File: src/sv/lsk_pkg.sv
package lsk_pkg;

    // Fixed field widths of the stream payload
    localparam int unsigned VAL_W    = 8;
    localparam int unsigned MODE_W   = 2;
    localparam int unsigned STATUS_W = 2;

    // Operation codes carried on the input tuser
    localparam logic [MODE_W-1:0] MODE_PUSH   = 2'd0;
    localparam logic [MODE_W-1:0] MODE_POP    = 2'd1;
    localparam logic [MODE_W-1:0] MODE_DELETE = 2'd2;
    localparam logic [MODE_W-1:0] MODE_INSERT = 2'd3;

    // Status codes reported with every result
    localparam logic [STATUS_W-1:0] STATUS_OK     = 2'd0;
    localparam logic [STATUS_W-1:0] STATUS_EMPTY  = 2'd1;
    localparam logic [STATUS_W-1:0] STATUS_FULL   = 2'd2;
    localparam logic [STATUS_W-1:0] STATUS_BADPOS = 2'd3;

    // Sequencer states
    typedef enum logic [2:0] {
        ST_IDLE,
        ST_POP_RD,
        ST_DEL,
        ST_INS_SHIFT,
        ST_RESP
    } state_t;

endpackage

File: src/sv/lsk_ram.sv
module lsk_ram #(
    parameter int unsigned WIDTH = 8,
    parameter int unsigned DEPTH = 64,
    localparam int unsigned AW   = $clog2(DEPTH)
) (
    input  logic             aclk,
    input  logic             we,
    input  logic [AW-1:0]    waddr,
    input  logic [WIDTH-1:0] wdata,
    input  logic [AW-1:0]    raddr,
    output logic [WIDTH-1:0] rdata
);

    logic [WIDTH-1:0] mem [DEPTH];

    // One write port and one read port with registered read data.
    always_ff @(posedge aclk) begin
        if (we) begin
            mem[waddr] <= wdata;
        end
        rdata <= mem[raddr];
    end

endmodule

File: src/sv/lifo_stack_with_key_delete_insert.sv
// A push, a pop on an empty or one-entry stack and a refused or dropped insert go straight to
// the response state; any other pop first reads the new top, delete-key walks every entry and
// an insert shifts the entries from the top down to its cursor, both through the store's one
// read and one write port. One transaction at a time: the next is taken the cycle after its
// result is queued, and a result still waiting for m_tready holds the response state.
// Reset clears the count, the insert run, the top byte and m_tvalid; the store is not cleared.
module lifo_stack_with_key_delete_insert #(
    parameter int unsigned DEPTH = 64,
    localparam int unsigned CNT_W      = $clog2(DEPTH + 1),
    localparam int unsigned AW         = $clog2(DEPTH),
    localparam int unsigned IN_W       = lsk_pkg::VAL_W + CNT_W,
    localparam int unsigned IN_DATA_W  = ((IN_W + 7) / 8) * 8,
    localparam int unsigned OUT_W      = lsk_pkg::VAL_W + CNT_W + 2 + lsk_pkg::STATUS_W,
    localparam int unsigned OUT_DATA_W = ((OUT_W + 7) / 8) * 8
) (
    input  logic                          aclk,
    input  logic                          aresetn,
    input  logic                          s_tvalid,
    output logic                          s_tready,
    input  logic [IN_DATA_W-1:0]          s_tdata,   // value, position
    input  logic [lsk_pkg::MODE_W-1:0]    s_tuser,   // mode
    input  logic                          s_tlast,   // run_last
    output logic                          m_tvalid,
    input  logic                          m_tready,
    output logic [OUT_DATA_W-1:0]         m_tdata    // top_value, count, empty_res, full_res, status
);

    localparam logic [CNT_W-1:0] DEPTH_C = CNT_W'(DEPTH);
    localparam int unsigned VW = lsk_pkg::VAL_W;

    lsk_pkg::state_t state_reg, state_next;

    logic [CNT_W-1:0]              count_reg, count_next;
    logic [CNT_W-1:0]              cursor_reg, cursor_next;
    logic                          in_run_reg, in_run_next;
    logic [VW-1:0]                 top_reg, top_next;
    logic [lsk_pkg::STATUS_W-1:0]  status_reg, status_next;
    logic [VW-1:0]                 val_reg, val_next;
    logic [CNT_W-1:0]              rd_reg, rd_next;
    logic [CNT_W-1:0]              wr_reg, wr_next;
    logic [CNT_W-1:0]              sh_reg, sh_next;
    logic [AW-1:0]                 wa_reg, wa_next;
    logic                          pend_reg, pend_next;
    logic                          m_tvalid_reg, m_tvalid_next;
    logic [OUT_DATA_W-1:0]         m_tdata_reg, m_tdata_next;

    logic                          accept;
    logic [lsk_pkg::MODE_W-1:0]    in_mode;
    logic [VW-1:0]                 in_value;
    logic [CNT_W-1:0]              in_pos;
    logic                          in_last;
    logic                          is_full;
    logic                          is_empty;
    logic [CNT_W-1:0]              count_dec;
    logic [CNT_W-1:0]              cur_eff;
    logic                          keep;
    logic                          out_free;

    logic                          ram_we;
    logic [AW-1:0]                 ram_waddr;
    logic [VW-1:0]                 ram_wdata;
    logic [AW-1:0]                 ram_raddr;
    logic [VW-1:0]                 ram_rdata;

    // Stack store
    lsk_ram #(
        .WIDTH (VW),
        .DEPTH (DEPTH)
    ) u_store (
        .aclk  (aclk),
        .we    (ram_we),
        .waddr (ram_waddr),
        .wdata (ram_wdata),
        .raddr (ram_raddr),
        .rdata (ram_rdata)
    );

    // Input field unpacking and common conditions.
    assign s_tready  = (state_reg == lsk_pkg::ST_IDLE);
    assign accept    = s_tvalid && s_tready;
    assign in_mode   = s_tuser;
    assign in_value  = s_tdata[VW-1:0];
    assign in_pos    = s_tdata[VW +: CNT_W];
    assign in_last   = s_tlast;
    assign is_full   = (count_reg == DEPTH_C);
    assign is_empty  = (count_reg == '0);
    assign count_dec = count_reg - 1'b1;
    assign cur_eff   = in_run_reg ? cursor_reg : in_pos;
    assign keep      = pend_reg && (ram_rdata != val_reg);
    assign out_free  = !m_tvalid_reg || m_tready;

    assign m_tvalid = m_tvalid_reg;
    assign m_tdata  = m_tdata_reg;

    // Next-state logic of the sequencer.
    always_comb begin
        state_next = state_reg;
        unique case (state_reg)
            lsk_pkg::ST_IDLE: begin
                if (accept) begin
                    unique case (in_mode)
                        lsk_pkg::MODE_PUSH: begin
                            state_next = lsk_pkg::ST_RESP;
                        end
                        lsk_pkg::MODE_POP: begin
                            if (!is_empty && (count_reg > CNT_W'(1))) begin
                                state_next = lsk_pkg::ST_POP_RD;
                            end else begin
                                state_next = lsk_pkg::ST_RESP;
                            end
                        end
                        lsk_pkg::MODE_DELETE: begin
                            state_next = lsk_pkg::ST_DEL;
                        end
                        lsk_pkg::MODE_INSERT: begin
                            if ((!in_run_reg && (in_pos > count_reg)) || (cur_eff > count_reg)
                                || is_full) begin
                                state_next = lsk_pkg::ST_RESP;
                            end else begin
                                state_next = lsk_pkg::ST_INS_SHIFT;
                            end
                        end
                    endcase
                end
            end
            lsk_pkg::ST_POP_RD: begin
                state_next = lsk_pkg::ST_RESP;
            end
            lsk_pkg::ST_DEL: begin
                if (rd_reg == count_reg) begin
                    state_next = lsk_pkg::ST_RESP;
                end
            end
            lsk_pkg::ST_INS_SHIFT: begin
                if ((sh_reg == cursor_reg) && !pend_reg) begin
                    state_next = lsk_pkg::ST_RESP;
                end
            end
            lsk_pkg::ST_RESP: begin
                if (out_free) begin
                    state_next = lsk_pkg::ST_IDLE;
                end
            end
            default: begin
                state_next = lsk_pkg::ST_IDLE;
            end
        endcase
    end

    // Datapath, memory port and result register control.
    always_comb begin
        count_next    = count_reg;
        cursor_next   = cursor_reg;
        in_run_next   = in_run_reg;
        top_next      = top_reg;
        status_next   = status_reg;
        val_next      = val_reg;
        rd_next       = rd_reg;
        wr_next       = wr_reg;
        sh_next       = sh_reg;
        wa_next       = wa_reg;
        pend_next     = pend_reg;
        m_tvalid_next = m_tvalid_reg && !m_tready;
        m_tdata_next  = m_tdata_reg;
        ram_we        = 1'b0;
        ram_waddr     = '0;
        ram_wdata     = '0;
        ram_raddr     = '0;

        unique case (state_reg)
            lsk_pkg::ST_IDLE: begin
                if (accept) begin
                    status_next = lsk_pkg::STATUS_OK;
                    unique case (in_mode)
                        lsk_pkg::MODE_PUSH: begin
                            in_run_next = 1'b0;
                            if (is_full) begin
                                status_next = lsk_pkg::STATUS_FULL;
                            end else begin
                                ram_we     = 1'b1;
                                ram_waddr  = count_reg[AW-1:0];
                                ram_wdata  = in_value;
                                count_next = count_reg + 1'b1;
                                top_next   = in_value;
                            end
                        end
                        lsk_pkg::MODE_POP: begin
                            in_run_next = 1'b0;
                            if (is_empty) begin
                                status_next = lsk_pkg::STATUS_EMPTY;
                            end else begin
                                count_next = count_dec;
                                // The new top sits just below the old one.
                                ram_raddr  = count_dec[AW-1:0] - 1'b1;
                                if (count_reg == CNT_W'(1)) begin
                                    top_next = '0;
                                end
                            end
                        end
                        lsk_pkg::MODE_DELETE: begin
                            in_run_next = 1'b0;
                            val_next    = in_value;
                            rd_next     = '0;
                            wr_next     = '0;
                            pend_next   = 1'b0;
                            top_next    = '0;
                        end
                        lsk_pkg::MODE_INSERT: begin
                            val_next = in_value;
                            if (!in_run_reg && (in_pos > count_reg)) begin
                                status_next = lsk_pkg::STATUS_BADPOS;
                            end else if (cur_eff > count_reg) begin
                                in_run_next = 1'b0;
                                status_next = lsk_pkg::STATUS_BADPOS;
                            end else begin
                                in_run_next = !in_last;
                                cursor_next = cur_eff;
                                if (is_full) begin
                                    status_next = lsk_pkg::STATUS_FULL;
                                end else begin
                                    sh_next   = count_reg;
                                    pend_next = 1'b0;
                                end
                            end
                        end
                    endcase
                end
            end
            lsk_pkg::ST_POP_RD: begin
                top_next = ram_rdata;
            end
            lsk_pkg::ST_DEL: begin
                // Compact the kept entries downwards, one read and one write per cycle.
                if (keep) begin
                    ram_we    = 1'b1;
                    ram_waddr = wr_reg[AW-1:0];
                    ram_wdata = ram_rdata;
                    top_next  = ram_rdata;
                end
                wr_next = wr_reg + CNT_W'(keep);
                if (rd_reg != count_reg) begin
                    ram_raddr = rd_reg[AW-1:0];
                    rd_next   = rd_reg + 1'b1;
                    pend_next = 1'b1;
                end else begin
                    pend_next  = 1'b0;
                    count_next = wr_reg + CNT_W'(keep);
                end
            end
            lsk_pkg::ST_INS_SHIFT: begin
                // Move entries up by one from the top down to the cursor.
                if (pend_reg) begin
                    ram_we    = 1'b1;
                    ram_waddr = wa_reg;
                    ram_wdata = ram_rdata;
                end
                if (sh_reg > cursor_reg) begin
                    ram_raddr = sh_reg[AW-1:0] - 1'b1;
                    wa_next   = sh_reg[AW-1:0];
                    sh_next   = sh_reg - 1'b1;
                    pend_next = 1'b1;
                end else begin
                    pend_next = 1'b0;
                    if (!pend_reg) begin
                        ram_we      = 1'b1;
                        ram_waddr   = cursor_reg[AW-1:0];
                        ram_wdata   = val_reg;
                        count_next  = count_reg + 1'b1;
                        cursor_next = cursor_reg + 1'b1;
                        if (cursor_reg == count_reg) begin
                            top_next = val_reg;
                        end
                    end
                end
            end
            lsk_pkg::ST_RESP: begin
                if (out_free) begin
                    m_tvalid_next                             = 1'b1;
                    m_tdata_next                              = '0;
                    m_tdata_next[VW-1:0]                      = top_reg;
                    m_tdata_next[VW +: CNT_W]                 = count_reg;
                    m_tdata_next[VW + CNT_W]                  = is_empty;
                    m_tdata_next[VW + CNT_W + 1]              = is_full;
                    m_tdata_next[VW + CNT_W + 2 +: lsk_pkg::STATUS_W] = status_reg;
                end
            end
            default: begin
                pend_next = 1'b0;
            end
        endcase
    end

    // Control registers.
    always_ff @(posedge aclk) begin
        if (!aresetn) begin
            state_reg    <= lsk_pkg::ST_IDLE;
            count_reg    <= '0;
            cursor_reg   <= '0;
            in_run_reg   <= 1'b0;
            top_reg      <= '0;
            pend_reg     <= 1'b0;
            m_tvalid_reg <= 1'b0;
        end else begin
            state_reg    <= state_next;
            count_reg    <= count_next;
            cursor_reg   <= cursor_next;
            in_run_reg   <= in_run_next;
            top_reg      <= top_next;
            pend_reg     <= pend_next;
            m_tvalid_reg <= m_tvalid_next;
        end
    end

    // Payload registers.
    always_ff @(posedge aclk) begin
        status_reg  <= status_next;
        val_reg     <= val_next;
        rd_reg      <= rd_next;
        wr_reg      <= wr_next;
        sh_reg      <= sh_next;
        wa_reg      <= wa_next;
        m_tdata_reg <= m_tdata_next;
    end

    // The count never goes beyond the store's depth.
    assert property (@(posedge aclk) disable iff (!aresetn) count_reg <= DEPTH_C)
        else $error("stack count exceeds depth");

    // An open insert run always has its cursor within the held entries.
    assert property (@(posedge aclk) disable iff (!aresetn) in_run_reg |-> cursor_reg <= count_reg)
        else $error("insert cursor above count during a run");

    // Compaction never writes ahead of the read pointer.
    assert property (@(posedge aclk) disable iff (!aresetn)
        (state_reg == lsk_pkg::ST_DEL) |-> (wr_reg <= rd_reg) && (rd_reg <= count_reg))
        else $error("delete write pointer ahead of read pointer");

    // The shift walk stays between the cursor and the count.
    assert property (@(posedge aclk) disable iff (!aresetn)
        (state_reg == lsk_pkg::ST_INS_SHIFT) |-> (sh_reg >= cursor_reg) && (sh_reg <= count_reg))
        else $error("insert shift index out of range");

    // A result is only queued from the response state.
    assert property (@(posedge aclk) disable iff (!aresetn)
        (!m_tvalid_reg && $past(aresetn))
            |=> (m_tvalid_reg |-> $past(state_reg == lsk_pkg::ST_RESP)))
        else $error("result raised outside the response state");

endmodule

File: config.mk
export PLATFORM = sky130hd
export DESIGN_NAME = lifo_stack_with_key_delete_insert
export DESIGN_NICKNAME = d
export VERILOG_FILES = /design/src/sv/lsk_pkg.sv /design/src/sv/lsk_ram.sv /design/src/sv/lifo_stack_with_key_delete_insert.sv
export SDC_FILE = /design/constraint.sdc
export NUM_CORES = 1
export LEC_CHECK = 0
export ABC_AREA = 1
export BUFFER_PORTS_ARGS = -buffer_cell sky130_fd_sc_hd__buf_2
export CAP_MARGIN = 20
export CORE_ASPECT_RATIO = 1.5
export CORE_MARGIN = 3
export CORE_UTILIZATION = 60
export CTS_BUF_LIST = sky130_fd_sc_hd__clkbuf_4
export DETAILED_ROUTE_END_ITERATION = 10
export GPL_TIMING_DRIVEN = 0
export PLACE_DENSITY = 0.77
export SKIP_LAST_GASP = 1
export SLEW_MARGIN = 0
export SYNTH_ARGS = -nofsm -noshare
export SYNTH_HDL_FRONTEND = slang
export SYNTH_SLANG_ARGS = --single-unit
File: constraint.sdc
create_clock -name aclk -period 5.4 [get_ports aclk]
set_clock_uncertainty 0.1 [all_clocks]
set_input_delay 1.62 -clock aclk [delete_from_list [all_inputs] [get_ports aclk]]
set_output_delay 1.62 -clock aclk [all_outputs]
set_load 0.005 [all_outputs]
======== Word level (Yosys, flattened, before mapping) ========
Memory sizes are Yosys's and may differ from the RTL's. A register that Yosys moved wholly into a read port is not among the register bits.
Cells that the tools add are included.
cells by class
  add/sub/neg operators ................... 8
  order comparisons ....................... 4
  eq/ne operators ......................... 40
  muxes and demuxes ....................... 96
  bitwise logic cells ..................... 1
  reduce and logical (&&, ||, !) cells .... 38
operators by type and width
  kind                   number
  $mux W7                22
  $mux W8                15
  $mux W6                12
  $pmux W7 S2            5
  $pmux W8 S3            2
  $pmux W6 S3            2
  $pmux W8 S4            1
  $ne A2 B2 Y1 const B   14
  $add A7 B1 Y7 const B  3
  $eq A7 B7 Y1           3
  $gt A7 B7 Y1           3
  $pmux W7 S3            1
  $mux W1                20
  $mux W3                6
  $ne A3 B3 Y1 const B   6
  $pmux W3 S5            1
  $reduce_and A7 Y1      2
  $sub A7 B1 Y7 const B  2
  $pmux W3 S4            1
  $sub A6 B1 Y6 const B  2
  $reduce_and A10 Y1     1
  $reduce_and A3 Y1      3
  $ne A8 B8 Y1           1
  $reduce_and A4 Y1      2
  other kinds (33)       57
storage, ports and cells
  bits in registers ....................... 84
  memory bits (writable) .................. 512
  output and inout bits ................... 26
  memories ................................ 1
memories
  name         depth  width  read ports  clocked after Yosys merged registers in  write ports  line           source
  u_store.mem  64     8      1           1                                        1            lsk_ram.sv:14  logic [WIDTH-1:0] mem [DEPTH];

======== Longest topological paths before layout ========
  depth in word-level cells ............... 8
  gate-level depth with buffers ........... 22
  mapped depth without buffers ............ 21

======== By module ========
A second synthesis with hierarchy kept.
unflattened totals
  cell total of the unflattened synthesis .. 2641
  area, all modules ....................... 27274.9 sq um
modules (own cells, without submodules)
  module                             instances  cells an instance  area each (sq um)  seq. area each (sq um)
  lsk_ram                            1          1822               21291.7            15534.9
  lifo_stack_with_key_delete_insert  1          819                5983.2             2242.2

======== Worst setup path after synthesis ========
Ideal clock, no wire load.
  kind .................................... register to register
  start point ............................. register cursor_reg[2]
  end point ............................... memory u_store.mem[0][1] (data pin)
  setup time .............................. 0.567 ns
  arrival time ............................ 3.452 ns
  slack ................................... 1.281 ns
  stages on the path, launching flop included .. 13
  buffers on the path ..................... 1
  period minus slack after synthesis ...... 4.119 ns
  cell sequence ........................... dfxtp_1 > inv_1 > ha_1 > a21oi_1 > nand2_1 > nand2_1 > nand2_1 > nand2_1 > nand2_1 > nor2_1 > inv_1 > buf_2 > o221ai_1
between the ends
  word-level cells in the longest chain between the ends .. 3
ends and longest elaborated chain
  element                 line                                      source
  from (decl)             lifo_stack_with_key_delete_insert.sv:34   logic [CNT_W-1:0] cursor_reg, cursor_next;
  from (signal assigned)  lifo_stack_with_key_delete_insert.sv:306  cursor_reg <= cursor_next;
  $gt A7 B7 Y1            lifo_stack_with_key_delete_insert.sv:257  if (sh_reg > cursor_reg) begin
  $mux W8                 lifo_stack_with_key_delete_insert.sv:257
  $pmux W8 S3             lifo_stack_with_key_delete_insert.sv:170  unique case (state_reg)
  named net ram_wdata[1]  lifo_stack_with_key_delete_insert.sv:61   logic [VW-1:0] ram_wdata;
  to (decl)               lsk_ram.sv:14
The timed path passes the listed nets, and every way through them passes these cells.

======== Worst setup path after layout ========
  start point ............................. register cursor_reg[5]
  end point ............................... memory u_store.mem[40][3], enable pin
between the ends
  word-level cells in the longest chain between the ends .. 5
  elaborated cells between the ends (all ways) .. 8
  classes of those cells .................. order compare: 1; mux: 7
ends and longest elaborated chain
  element                        line                                      source
  $gt A7 B7 Y1                   lifo_stack_with_key_delete_insert.sv:257
  $mux W1                        lifo_stack_with_key_delete_insert.sv:257
  $pmux W1 S3                    lifo_stack_with_key_delete_insert.sv:170
  $mux W1                        lsk_ram.sv:18                             if (we) begin
  $mux W1 (implied by the code)  lsk_ram.sv:19                             mem[waddr] <= wdata;
Parallel ways exist; a longest one is shown, timed or not.

==> results.yml <==
worst_setup_path:
  path_class: "reg -> reg"
  crit_arrival_ps: 5280
  worst_setup_path_end_kind: "flop"
  cp.required_ps: 5800
  crit_chain: "inv_1 -> ha_1 -> nand2_1 -> nor2_1 -> nand4_1 -> nand2_1 -> nand2_1 -> nor2_1 -> inv_1 -> buf_2 -> o22ai_1 -> a21oi_1 -> o21ai_0 -> nand2_1 -> nor2_1"
  slowest_delay_ps: 940
  critical_path.max_fanout: 10
  slowest_stage: "nor2_1"
  start_kind: "flop"
  critPathMostFrequentCell: "nand2_1"
timing:
  grt_setup_unrepaired: "false"
  period_minus_slack_ps: 4880
  max_freq_ghz: 0.205
  max_slew.worst_pin.slew_ps: 1220
  whs_ps: 321
  slew_headroom_pct: 18.5
  timing.final.hold_violations: 0
  finalSetupViolCount: 0
  finalMaxSlewViolations: 0
  layout_worst_path_cycle_share_pct: 90.3
die:
  die_w_um: 183
  die_h_um: 271
  io_pins: 49
  initial_core_util_pct: 61.0
  core-area_mm2: 0.0460
  rows: 96
  dieArea_mm2: 0.0494
synth:
  netlist_area_mm2: 0.0281
  ys_seq_area_share_pct: 63.4
  synth_top_family_by_area: "simple AND/OR/NAND/NOR gates"
  synth_fa_ha_area_share_pct: 1.61
  synthMuxAreaShare_pct: 0
  ys_warn_count: 0
  ys_types: 50
  synth-simple-area-share_pct: 22.2
  syn_inst: 2758
  synth_xor_area_share_pct: 0.905
  synth_compound_area_share_pct: 4.18
  avgSynthCellArea_um2: 10.2
  ys_ff_latch: 604
power_and_ir_drop:
  pwr_density_cell_mw_per_mm2: 432
  clkPwrFrac_pct: 28.6
  switchingPower_uw: 4970
  combPwrFrac_pct: 30.1
  leakagePower_uw: 0.0128
  p_sw_share_pct: 36.7
  ir_worst_vdd_v: 0.000271
  internal-power_uw: 8590
  power_frac_seq_pct: 41.3
drt:
  drc: 0
  wl_per_cell_um: 24.7
  dr_wl_met2_mm: 45.9
  first_pass_iters: 7
  drtIter0Drc: 2404
  num_vias: 21900
  met3WireLength_mm: 7.65
  viasPerCell: 5.95
  drt_wl_total_mm: 90.8
  highest_layer: "met4"
  wl_met1_mm: 28.1
  drtAntennaViolNets: 0
grt:
  first_global_vias: 21400
  antenna_found_initial: 1
  overflow: 0
  grt_pass1_wl_mm: 132
  grt_max_degree: 65
  grt.total_usage_pct: 36.8
clock_network:
  cts_sinks: 604
  ctsResizeCount: 0
  numCtsBuffers: 143
  cts_setup_buffers: 0
  clock_path_buffers: 3
  h-tree-depth: 4
  cts_tree: "built"
  holdBufCountCts: 0
  clk_latency_ps: 930
  clk_pin_slew_worst_paths_ps: 70
  cts.root.buffer_cell: "clkbuf_4"
placed_design:
  gp_congestion: 1.03
  place_hpwl_mm: 66.0
  port_buffers: 42
finish:
  multiInputGateArea_mm2: 0.00822
  n_fill_cell: 3598
  utilization_pct: 68.2
  drive_gt1_share_pct: 13.8
  syn_to_final_growth_pct: 11.9
  largest_register_ffs: 512
  nets: 3038
  regArea_mm2: 0.0178
run_status:
  status: "complete, no violations"
run:
  maxCapViolCount: 0
hold_path:
  hold_path_class: "reg -> reg"
routing by layer:
metal	vias to the layer above	global-route usage (%)
met1	10200	38.0
li1	9876	-
met4	0	30.8
met5	-	0
met2	1395	63.7
met3	402	6.99
critical path: cells and delay by family, from the launching register on:
kind            cells  cell delay [ps]
simple gates        8             2560
compound gates      3              520
fa+ha+maj           1              310
buf+inv             3              560
flops               1              400
Yosys cell counts, drive strengths merged:
cell,count,share of area (%)
a311oi,4,0.12
conb,1,0.013
edfxtp,568,61
a21oi,50,0.89
o221ai,4,0.12
o31ai,1,0.027
clkinv,1,0.013
and2,2,0.045
nor4,4,0.11
nand3,446,8.0
or2,2,0.045
nor2,133,1.9
nand4,12,0.27
o22ai,7,0.16
buf,103,2.1
nor3,14,0.29
inv,379,5.1
o2111ai,1,0.031
o21ai,57,1.0
dfxtp,36,2.6
o211ai,42,1.1
nor3b,2,0.053
o21a,1,0.027
and3,1,0.022
nand3b,96,2.6
a211oi,2,0.053
o21bai,1,0.027
xnor2,11,0.34
a22oi,8,0.21
nand2,663,8.9
clkbuf,38,0.51
xor2,18,0.56
ha,36,1.6
a221oi,2,0.062
a31oi,12,0.29
kinds of logic after synthesis:
group	count (synthesis)
fa+ha+maj	36
compound gates	192
simple gates	1375
xor+xnor	29
other cells	1
flops	604
buf+inv	521
final timing paths:
check                           cells past startpoint  slack [ps]                        from                      endpoint
worst min-delay path                                0         320     top_reg[5]$_SDFFE_PN0P_          m_tdata[5]$_DFFE_PP_
worst max register to register                     15         520  cursor_reg[5]$_SDFFE_PN0P_  u_store.mem[40][3]$_DFFE_PP_
worst max-delay path                               15         520  cursor_reg[5]$_SDFFE_PN0P_  u_store.mem[40][3]$_DFFE_PP_
worst min register to register                      0         320     top_reg[5]$_SDFFE_PN0P_          m_tdata[5]$_DFFE_PP_
placed cells by master (no fill, tap or decap), types with 3 or more instances in the layout:
cell type / instances
buf_12: 5
buf_2: 107
buf_6: 12
xnor2_1: 11
edfxtp_1: 568
clkbuf_1: 38
a21oi_1: 49
ha_1: 36
clkinv_2: 10
nor4_1: 3
o221ai_4: 4
clkinv_1: 35
nand3b_1: 95
o21ai_0: 56
inv_1: 368
inv_2: 17
xor2_1: 18
nor3_1: 13
bufinv_16: 6
nand2_1: 660
nand4_1: 12
buf_1: 4
a311oi_1: 4
a31oi_1: 11
dfxtp_1: 36
a22oi_1: 8
o22ai_1: 7
o211ai_1: 42
buf_4: 44
nor2_1: 128
nand3_1: 444
clkbuf_4: 200
conb_1: 5
layout make-up:
cell class / count / share of cell area, %
inverters: 380 / 4.54
clock buffers: 200 / 4.78
multi-input cells: 1637 / 26.2
plain buffers: 141 / 2.38
well taps: 588 / 2.34
diodes: 1 / 0.00797
clock inverters: 58 / 1.26
repair buffers: 72 / 1.86
flip-flops and latches: 604 / 56.6
metrics by stage:
step           cells  total power [uW]  setup TNS (ps)  worst slack (ps)  instance area, um^2
5_1_grt         3681             14100               0               306                31400
3_5_place_dp    3416              9650               0              86.8                29400
6_report        3681             13600               0               523                31400
4_1_cts         3674             13500               0               331                31300
2_1_floorplan   2762              8050               0              1280                28100
3_3_place_gp    3392              9550         -834570             -2630                29000
power groups by stage:
stage               logic, uW  clock network [uW]  registers [uW]
floorplan                2380                   0            5660
global placement         3820                   0            5730
detailed placement       3950                   0            5700
CTS                      3960                3890            5600
global route             4340                4140            5620
finish                   4080                3880            5600
(Power assumes the default switching activity.)
